### src/hdl/button_press_classifier_assert.svh
// Assertion macros shared by the button press classifier modules.
`ifndef BUTTON_PRESS_CLASSIFIER_ASSERT_SVH
`define BUTTON_PRESS_CLASSIFIER_ASSERT_SVH

`ifndef SYNTHESIS

// Check a property on clk, disabled while rst_n is low.
`define BPC_ASSERT(label, prop, msg) \
  label: assert property (@(posedge clk) disable iff (!rst_n) prop) else $error(msg);

// Check a property on clk, also during reset.
`define BPC_ASSERT_ALWAYS(label, prop, msg) \
  label: assert property (@(posedge clk) prop) else $error(msg);

`else

`define BPC_ASSERT(label, prop, msg)
`define BPC_ASSERT_ALWAYS(label, prop, msg)

`endif

`endif

### src/hdl/bpc_pkg.sv
// Types and constants shared by the button press classifier modules.
package bpc_pkg;

  // Width of the threshold registers.
  localparam int CFG_W = 24;

  // Register indexes on the configuration port.
  localparam logic CFG_IDX_LONG   = 1'b0;
  localparam logic CFG_IDX_WINDOW = 1'b1;

  // Reset values of the thresholds.
  localparam logic [CFG_W-1:0] LONG_PRESS_RESET    = 24'd1200000;
  localparam logic [CFG_W-1:0] DOUBLE_WINDOW_RESET = 24'd400000;

  // Gesture codes.
  localparam logic [1:0] G_NONE   = 2'd0;
  localparam logic [1:0] G_SINGLE = 2'd1;
  localparam logic [1:0] G_DOUBLE = 2'd2;
  localparam logic [1:0] G_LONG   = 2'd3;

  // Threshold settings handed from the register block to the classifier.
  typedef struct packed {
    logic [CFG_W-1:0] long_press_ticks;
    logic [CFG_W-1:0] double_window_ticks;
  } bpc_cfg_t;

endpackage

### src/hdl/bpc_regs.sv
// Configuration registers of the button press classifier with an APB-style port.
module bpc_regs
  import bpc_pkg::*;
(
  input  logic        clk,
  input  logic        rst_n,
  input  logic        cfg_psel,
  input  logic        cfg_penable,
  input  logic        cfg_pwrite,
  input  logic [2:0]  cfg_paddr,
  input  logic [31:0] cfg_pwdata,
  output logic [31:0] cfg_prdata,
  output logic        cfg_pready,
  output bpc_cfg_t    cfg_o
);

  logic [CFG_W-1:0] long_r;
  logic [CFG_W-1:0] window_r;
  logic             wr_en;
  logic             idx;

  assign cfg_pready = 1'b1;
  assign wr_en      = cfg_psel && cfg_penable && cfg_pwrite;
  assign idx        = cfg_paddr[2];

  // Write the addressed threshold.
  always_ff @(posedge clk) begin
    if (!rst_n) begin
      long_r   <= LONG_PRESS_RESET;
      window_r <= DOUBLE_WINDOW_RESET;
    end else if (wr_en) begin
      unique case (idx)
        CFG_IDX_LONG:   long_r   <= cfg_pwdata[CFG_W-1:0];
        CFG_IDX_WINDOW: window_r <= cfg_pwdata[CFG_W-1:0];
        default:        ;
      endcase
    end
  end

  // Return the addressed threshold on reads.
  always_comb begin
    unique case (idx)
      CFG_IDX_LONG:   cfg_prdata = {{(32-CFG_W){1'b0}}, long_r};
      CFG_IDX_WINDOW: cfg_prdata = {{(32-CFG_W){1'b0}}, window_r};
      default:        cfg_prdata = '0;
    endcase
  end

  assign cfg_o.long_press_ticks    = long_r;
  assign cfg_o.double_window_ticks = window_r;

endmodule

### src/hdl/bpc_core.sv
// Gesture classification: press state, hold and since-release counters.
module bpc_core
  import bpc_pkg::*;
#(
  parameter int COUNT_BITS = 24
) (
  input  logic       clk,
  input  logic       rst_n,
  input  bpc_cfg_t   cfg_i,
  input  logic       acc_i,
  input  logic       pressed_i,
  output logic [1:0] gesture_o
);

  `include "button_press_classifier_assert.svh"

  localparam int CMP_W = (COUNT_BITS > CFG_W) ? COUNT_BITS : CFG_W;

  logic                  prev_r, prev_nxt;
  logic                  pend_r, pend_nxt;
  logic [COUNT_BITS-1:0] hold_r, hold_nxt;
  logic [COUNT_BITS-1:0] since_r, since_nxt;
  logic [COUNT_BITS-1:0] hold_inc, since_inc;
  logic [CMP_W-1:0]      hold_x, since_x, long_x, window_x;
  logic                  press_edge, release_edge;

  // Advance the counters, saturating at all ones.
  assign since_inc = (&since_r) ? since_r : since_r + 1'b1;
  assign hold_inc  = (prev_r && !(&hold_r)) ? hold_r + 1'b1 : hold_r;

  assign hold_x   = CMP_W'(hold_inc);
  assign since_x  = CMP_W'(since_inc);
  assign long_x   = CMP_W'(cfg_i.long_press_ticks);
  assign window_x = CMP_W'(cfg_i.double_window_ticks);

  assign press_edge   = pressed_i && !prev_r;
  assign release_edge = !pressed_i && prev_r;

  // Decide the gesture and the next state for this tick.
  always_comb begin
    prev_nxt  = pressed_i;
    pend_nxt  = pend_r;
    hold_nxt  = hold_inc;
    since_nxt = since_inc;
    gesture_o = G_NONE;
    if (press_edge) begin
      hold_nxt = '0;
    end else if (release_edge) begin
      if (hold_x > long_x) begin
        pend_nxt  = 1'b0;
        gesture_o = G_LONG;
      end else if (pend_r && (since_x < window_x)) begin
        pend_nxt  = 1'b0;
        gesture_o = G_DOUBLE;
      end else begin
        pend_nxt  = 1'b1;
        since_nxt = '0;
      end
    end else if (pend_r && !pressed_i && (since_x > window_x)) begin
      pend_nxt  = 1'b0;
      gesture_o = G_SINGLE;
    end
  end

  // Update the state on each accepted tick.
  always_ff @(posedge clk) begin
    if (!rst_n) begin
      prev_r  <= 1'b0;
      pend_r  <= 1'b0;
      hold_r  <= '0;
      since_r <= '0;
    end else if (acc_i) begin
      prev_r  <= prev_nxt;
      pend_r  <= pend_nxt;
      hold_r  <= hold_nxt;
      since_r <= since_nxt;
    end
  end

  `BPC_ASSERT(a_press_clears_hold, (acc_i && press_edge) |=> (prev_r && hold_r == '0), "press edge must clear hold")
  `BPC_ASSERT(a_gesture_clears_pend, (acc_i && gesture_o != G_NONE) |=> !pend_r, "reported gesture must clear pending single")
  `BPC_ASSERT(a_release_idle, (acc_i && release_edge) |=> !prev_r, "release must leave button up")

endmodule

### src/hdl/bpc_skid.sv
// Two-entry output stage that holds results while the downstream side stalls.
module bpc_skid
  import bpc_pkg::*;
(
  input  logic       clk,
  input  logic       rst_n,
  input  logic       push_i,
  input  logic [1:0] gesture_i,
  output logic       ready_o,
  output logic       out_tvalid,
  input  logic       out_tready,
  output logic [1:0] gesture_o
);

  `include "button_press_classifier_assert.svh"

  logic       out_valid_r;
  logic [1:0] out_data_r;
  logic       skid_valid_r;
  logic [1:0] skid_data_r;
  logic       drain;

  assign ready_o    = !skid_valid_r;
  assign drain      = out_tready || !out_valid_r;
  assign out_tvalid = out_valid_r;
  assign gesture_o  = out_data_r;

  // Move the skid entry forward, or park a request while stalled.
  always_ff @(posedge clk) begin
    if (!rst_n) begin
      out_valid_r  <= 1'b0;
      skid_valid_r <= 1'b0;
    end else if (drain) begin
      if (skid_valid_r) begin
        out_valid_r  <= 1'b1;
        skid_valid_r <= 1'b0;
      end else begin
        out_valid_r <= push_i;
      end
    end else if (push_i) begin
      skid_valid_r <= 1'b1;
    end
  end

  // Payload moves with the valid bits.
  always_ff @(posedge clk) begin
    if (drain) begin
      out_data_r <= skid_valid_r ? skid_data_r : gesture_i;
    end else if (push_i) begin
      skid_data_r <= gesture_i;
    end
  end

  `BPC_ASSERT(a_skid_behind_out, skid_valid_r |-> out_valid_r, "skid entry without output entry")
  `BPC_ASSERT(a_stall_parks, (out_valid_r && !out_tready && push_i) |=> skid_valid_r, "stalled request lost")
  `BPC_ASSERT(a_skid_refills, (skid_valid_r && out_tready) |=> (out_valid_r && !skid_valid_r), "skid entry not moved out")

endmodule

### src/hdl/button_press_classifier.sv
// Top level of the button press classifier.
// Takes one sampled button level per clock while in_tready is high and returns one
// gesture code per level (0 none, 1 single, 2 double, 3 long press). The classifier
// updates its counters and decides the gesture in the cycle the request is accepted,
// and the result is registered in the output stage. A two-entry output stage
// lets one more request be accepted after the output stalls. The user must write
// thresholds through the configuration port while idle; the block does not enforce this.
module button_press_classifier
  import bpc_pkg::*;
#(
  parameter int COUNT_BITS = 24
) (
  input  logic        clk,
  input  logic        rst_n,
  input  logic        in_tvalid,
  output logic        in_tready,
  input  logic [7:0]  in_tdata,   // [0] pressed, [7:1] zero
  output logic        out_tvalid,
  input  logic        out_tready,
  output logic [7:0]  out_tdata,  // [1:0] gesture, [7:2] zero
  input  logic        cfg_psel,
  input  logic        cfg_penable,
  input  logic        cfg_pwrite,
  input  logic [2:0]  cfg_paddr,
  input  logic [31:0] cfg_pwdata,
  output logic [31:0] cfg_prdata,
  output logic        cfg_pready
);

  bpc_cfg_t   cfg;
  logic       acc;
  logic [1:0] gesture;
  logic [1:0] out_gesture;

  assign acc       = in_tvalid && in_tready;
  assign out_tdata = {6'b0, out_gesture};

  bpc_regs u_regs (
    .clk         (clk),
    .rst_n       (rst_n),
    .cfg_psel    (cfg_psel),
    .cfg_penable (cfg_penable),
    .cfg_pwrite  (cfg_pwrite),
    .cfg_paddr   (cfg_paddr),
    .cfg_pwdata  (cfg_pwdata),
    .cfg_prdata  (cfg_prdata),
    .cfg_pready  (cfg_pready),
    .cfg_o       (cfg)
  );

  bpc_core #(
    .COUNT_BITS (COUNT_BITS)
  ) u_core (
    .clk       (clk),
    .rst_n     (rst_n),
    .cfg_i     (cfg),
    .acc_i     (acc),
    .pressed_i (in_tdata[0]),
    .gesture_o (gesture)
  );

  bpc_skid u_skid (
    .clk        (clk),
    .rst_n      (rst_n),
    .push_i     (acc),
    .gesture_i  (gesture),
    .ready_o    (in_tready),
    .out_tvalid (out_tvalid),
    .out_tready (out_tready),
    .gesture_o  (out_gesture)
  );

endmodule
### config.mk
export PLATFORM = sky130hd
export DESIGN_NAME = button_press_classifier
export DESIGN_NICKNAME = d
export VERILOG_FILES = /design/src/hdl/bpc_pkg.sv /design/src/hdl/bpc_regs.sv /design/src/hdl/bpc_core.sv /design/src/hdl/bpc_skid.sv /design/src/hdl/button_press_classifier.sv
export VERILOG_INCLUDE_DIRS = /design/src /design/src/hdl
export SDC_FILE = /design/constraint.sdc
export NUM_CORES = 1
export LEC_CHECK = 0
export BUFFER_PORTS_ARGS = -buffer_cell sky130_fd_sc_hd__buf_2
export CAP_MARGIN = 20
export CORE_AREA = 2 2 110 112
export CTS_CLUSTER_SIZE = 20
export DETAILED_ROUTE_END_ITERATION = 10
export DIE_AREA = 0 0 112 114
export PLACE_DENSITY = 0.93
export REMOVE_ABC_BUFFERS = 1
export SLEW_MARGIN = 20
export SYNTH_ARGS = -nofsm -noshare
export SYNTH_HDL_FRONTEND = slang
export SYNTH_HIERARCHICAL = 1
export SYNTH_SLANG_ARGS = --single-unit
### constraint.sdc
create_clock -name clk -period 6.2 [get_ports clk]
set_input_delay 1.24 -clock clk [delete_from_list [all_inputs] [get_ports clk]]
set_output_delay 1.24 -clock clk [all_outputs]
set_load 0.01 [all_outputs]
======== Word level (Yosys, flattened, before mapping) ========
Index checks and enable logic that the tools add are counted.
cells by class
  add/subtract/negate cells ............... 2
  $lt $le $gt $ge ......................... 3
  muxes and demuxes ....................... 19
  bitwise gates (word level) .............. 4
  reduce and logical (&&, ||, !) cells .... 23
operator list
  kind                   count
  $mux 24                7
  $pmux 32 s2            1
  $add 24x1->24 const B  2
  $gt 24x24->1           2
  $reduce_and 24->1      2
  $lt 24x24->1           1
  $mux 2                 5
  $logic_and 1x1->1      9
  $mux 1                 6
  $reduce_and 2->1       3
  $logic_not 1->1        5
  $not 1->1              4
  $reduce_and 3->1       1
  $reduce_bool 2->1      1
  $reduce_or 2->1        1
  $logic_or 1x1->1       1
storage, ports and cells
  register bits after elaboration ......... 104
  input bits .............................. 50

======== Logic depth before layout (Yosys ltp) ========
  word-level depth ........................ 9
  depth in mapped cells ................... 19
  gate-level depth less buffers ........... 17

======== Modules after synthesis ========
Netlist, hierarchy kept.
by module, submodules not included
  module                   instances  cells each  area an instance (µm²)  sequential area each (µm²)
  bpc_core                 1          571         4257.8                  1001.0
  bpc_regs                 1          229         2280.9                  960.9
  bpc_skid                 1          15          231.5                   160.2
  button_press_classifier  1          8           55.1                    0.0

======== Worst setup path before layout ========
OpenSTA, ideal clock, no wires.
  kind .................................... reg2reg
  start ................................... register u_core.hold_r[0]
  end ..................................... register u_core.since_r[21]
  data arrival time ....................... 3.924 ns
  slack ................................... 2.162 ns
  cell stages (with the launch flop) ...... 18
  path buffers ............................ 2
  clock period less this slack ............ 4.038 ns
  cell sequence ........................... dfxtp_1 -> ha_1 -> inv_1 -> or2_0 -> buf_2 -> o41ai_4 -> or4_1 -> buf_4 -> nor2_1 -> xor2_1 -> ha_1 -> nand4_1 -> nor4_1 -> nand3_1 -> o32ai_1 -> a21oi_1 -> a21o_1 -> a21o_1
on the way
  longest elaborated chain between the ends .. 8
  elaborated cells on any way between the ends .. 9
  those cells by class .................... add/sub: 1; order compare: 1; mux: 4; reduce/logical: 3
ends and longest elaborated chain
  item                                                   line            RTL
  start, declared                                        bpc_core.sv:21  logic [COUNT_BITS-1:0] hold_r, hold_nxt;
  start signal, assigned                                 bpc_core.sv:75  hold_r <= hold_nxt;
  branches (longest 3 deep; another with $add 24x1->24)  n/a
  $mux 24 (*)                                            bpc_core.sv:29  assign hold_inc = (prev_r && !(&hold_r)) ? hold_r + 1'b1 : hold_r;
  $gt 24x24->1 (*)                                       bpc_core.sv:49  if (hold_x > long_x) begin
  $mux 24 (*)                                            bpc_core.sv:49
  $mux 24 (*)                                            bpc_core.sv:48  end else if (release_edge) begin
  $mux 24 (*)                                            bpc_core.sv:46  if (press_edge) begin
  end signal, assigned                                   bpc_core.sv:76  since_r <= since_nxt;
  end, declared                                          bpc_core.sv:22  logic [COUNT_BITS-1:0] since_r, since_nxt;
Mark *: on every way between the ends.
A chain may end at the register's enable or synchronous reset.

======== Final worst setup path ========
  start ................................... register u_core.hold_r[0]
  end ..................................... register u_core.since_r[2]
Same word-level chain as after synthesis.

==> flow_summary.ini <==
[final_layout]
synthToLayoutAreaGrowth_pct = 8.76
final_area_um2 = 7420
fin_nets = 957
drive_gt1_share_pct = 13.3
antenna_cells = 0

[min_path]
hold_class = register to register

[placement]
dp_hpwl_um = 11800
gp_congestion = 0.873
place_area_um2 = 7070
io_buffers = 60

[clock_network]
clk_latency_ns = 0.36
postCtsHoldBufs = 0
clock_sinks = 104
cts-root-buf = clkbuf_16
tritoncts = built
cts_buffer_depth = 2
cts-resized-gates = 0
path_clk_slew_ns = 0.07
cts_setup_buffers = 0
cts_max_level = 3
cts_buffers = 9

[drt]
ant_nets = 0
wire_per_inst_um = 17.0
drc = 0
drt-initial-drc-count = 460
viasPerCell = 6.03
num_vias = 6084
dr.pass1.iters = 7
drt-total-wl_um = 17200

[pwr]
max-vdd-ir-drop_v = 0.000130
pwr_density_cell_nw_per_um2 = 203
leakagePower_nw = 3.23

[worst_setup_path]
crit_path_start_kind = register
critPathMostFrequentCell = nand3_1
worstPathMaxFanout = 16
slowest_stage = o32ai_1
cp-end-kind = register
crit_type = register to register
path_cells = ha_1, inv_1, or2_0, o41a_1, nand2_1, nor2_1, nand3_1, xnor2_1, ha_1, nand4_1, nor4_1, nand3_1, o32ai_1, nand3_1, nand2_1, nor3_1
slowest_delay_ns = 0.67
cp_data_arrival_time_ns = 5.59
cp.required_ns = 6.42

[sta]
maxSlewHeadroom_pct = 21.2
min_period_ns = 5.37
slew_violations = 0
clock_skew_ns = 0.0135
hold_viol = 0
grt_setup_unrepaired = no
max_freq_mhz = 186
tns_ns = 0
fin_crit_sh_pct = 86.7
setup_viol = 0
worst_pin_slew_ns = 1.18

[yosys]
ys_seq_area_share_pct = 31.1
yosysWarningCount = 6
synth.avg_cell_area_um2 = 8.29
synth-seq-cells = 104
netlist_top_cells_count = 133 x nand2_1, 100 x dfxtp_1, 56 x inv_1
synth_edf_count = 4
synth.cell_area_um2 = 6830
yosysMostFrequentCell = nand2_1
synth_top_cell_by_area = dfxtp_1
synthTopCellsByArea = dfxtp_1 29%, ha_1 9.2%, mux2i_1 7.3%
ys_types = 58
synth-async-reset-ratio_pct = 0
synthFlopType = dfxtp_1
syn_inst = 823
yosysTopAreaCellShare_pct = 29.3

[status]
outcome = completed

[global_routing]
grt_max_degree = 78
grt_pass1_vias = 5803
grt.total_usage_pct = 27.0
grt_first_pass_wirelength_um = 28000
grt-ovfl-total = 0
antenna_found_initial = 0

[die]
ios = 93
chipHeight_um = 114
die_area_um2 = 12800
die_w_um = 112
row_count = 40
core_um2 = 11700
start_util_pct = 58.3

[flow_run]
maxCapViolations = 0
## worst paths after layout
kind | end | from | cells after the start | slack, ns
setup / recovery | u_core/since_r[2] | u_core/hold_r[0] | 16 | 0.83
hold / removal | u_regs/long_r[3] | u_regs/long_r[3] | 2 | 0.48
hold reg to reg | u_regs/long_r[3] | u_regs/long_r[3] | 2 | 0.48
setup reg to reg | u_core/since_r[2] | u_core/hold_r[0] | 16 | 0.83
## cell usage in the layout (no fill, tap or decap), drive strengths merged, types with 3 or more instances in the layout
| cell | count |
|---|---|
| mux2 | 27 |
| and3 | 9 |
| a22o | 5 |
| nor2 | 46 |
| nand4 | 22 |
| nand3 | 24 |
| mux2i | 50 |
| clkbuf | 12 |
| buf | 63 |
| edfxtp | 4 |
| bufinv | 3 |
| nor2b | 31 |
| conb | 15 |
| nor4 | 4 |
| and2 | 9 |
| a21o | 6 |
| a21boi | 6 |
| nand2b | 4 |
| or2 | 4 |
| xnor2 | 31 |
| dfxtp | 100 |
| nor3 | 16 |
| a21oi | 31 |
| nand2 | 133 |
| and4 | 8 |
| o21a | 3 |
| o211ai | 4 |
| inv | 57 |
| o31ai | 6 |
| xor2 | 26 |
| ha | 50 |
| a31oi | 6 |
| o21ai | 28 |
## per-layer routing
metal,routed length (um),track usage [%]
met1,6860,31.9
met2,8350,47.2
met3,1150,5.21
met4,796,13.3
met5,0,0
## stage by stage
step                      instances  util (%)  worst slack [ns]  hold slack (ns)  total power [W]
after floorplan                 783         -              2.12            0.444         0.000784
after global placement          993      60.4              1.15            0.455         0.000831
after detailed placement        993      60.4              1.01            0.467         0.000837
after CTS                      1009      63.4             0.942            0.476          0.00150
after global routing           1009      63.4             0.407            0.482          0.00155
final                          1009      63.4             0.826            0.478          0.00151
## state kept, by name, summed over array words and instances (netlist names)
signal               cells
u_core/hold_r           24
u_core/since_r          24
u_regs/long_r           24
u_regs/window_r         24
u_skid/gesture_o         2
u_skid/skid_data_r       2
u_core/pend_r            1
u_core/prev_r            1
u_skid/out_tvalid        1
u_skid/skid_valid_r      1
## area by class of cell
cell class	instances	area (um2)
multi-input combinational	623	4230
timing repair buffer	63	323
tap	147	184
inverter	56	210
sequential	104	2120
clock buffer	12	256
clock inverter	4	98.8
fill	896	4290
## report_power, final
| group | switching, W | internal (W) |
|---|---|---|
| Clock | 0.000260 | 0.000419 |
| Sequential | 0.00000977 | 0.000682 |
| Combinational | 0.0000835 | 0.0000514 |
| Total | 0.000354 | 0.00115 |
## kinds of logic (layout without fill, tap and decap cells)
kind of cell,Yosys count,after routing,share of synthesized area [%]
buffers and inverters,108,135,7.61
xor gates and xnor gates,57,57,7.31
muxes,77,77,11.8
DFF,104,104,31.1
AOI/OAI and AO/OA,108,108,10.3
other,3,15,0.165
and+or+nand+nor,316,316,22.6
adders and majority gates,50,50,9.17
## worst max-delay path, delay by kind of cell (launching register included)
| family | cells | cell delay [ns] |
|---|---|---|
| AOI/OAI and AO/OA | 2 | 1.04 |
| adders and majority gates | 2 | 0.56 |
| buffers and inverters | 1 | 0.05 |
| DFF | 1 | 0.36 |
| xor gates and xnor gates | 1 | 0.18 |
| and+or+nand+nor | 10 | 3.03 |
Power figures use the tool's default switching activity.
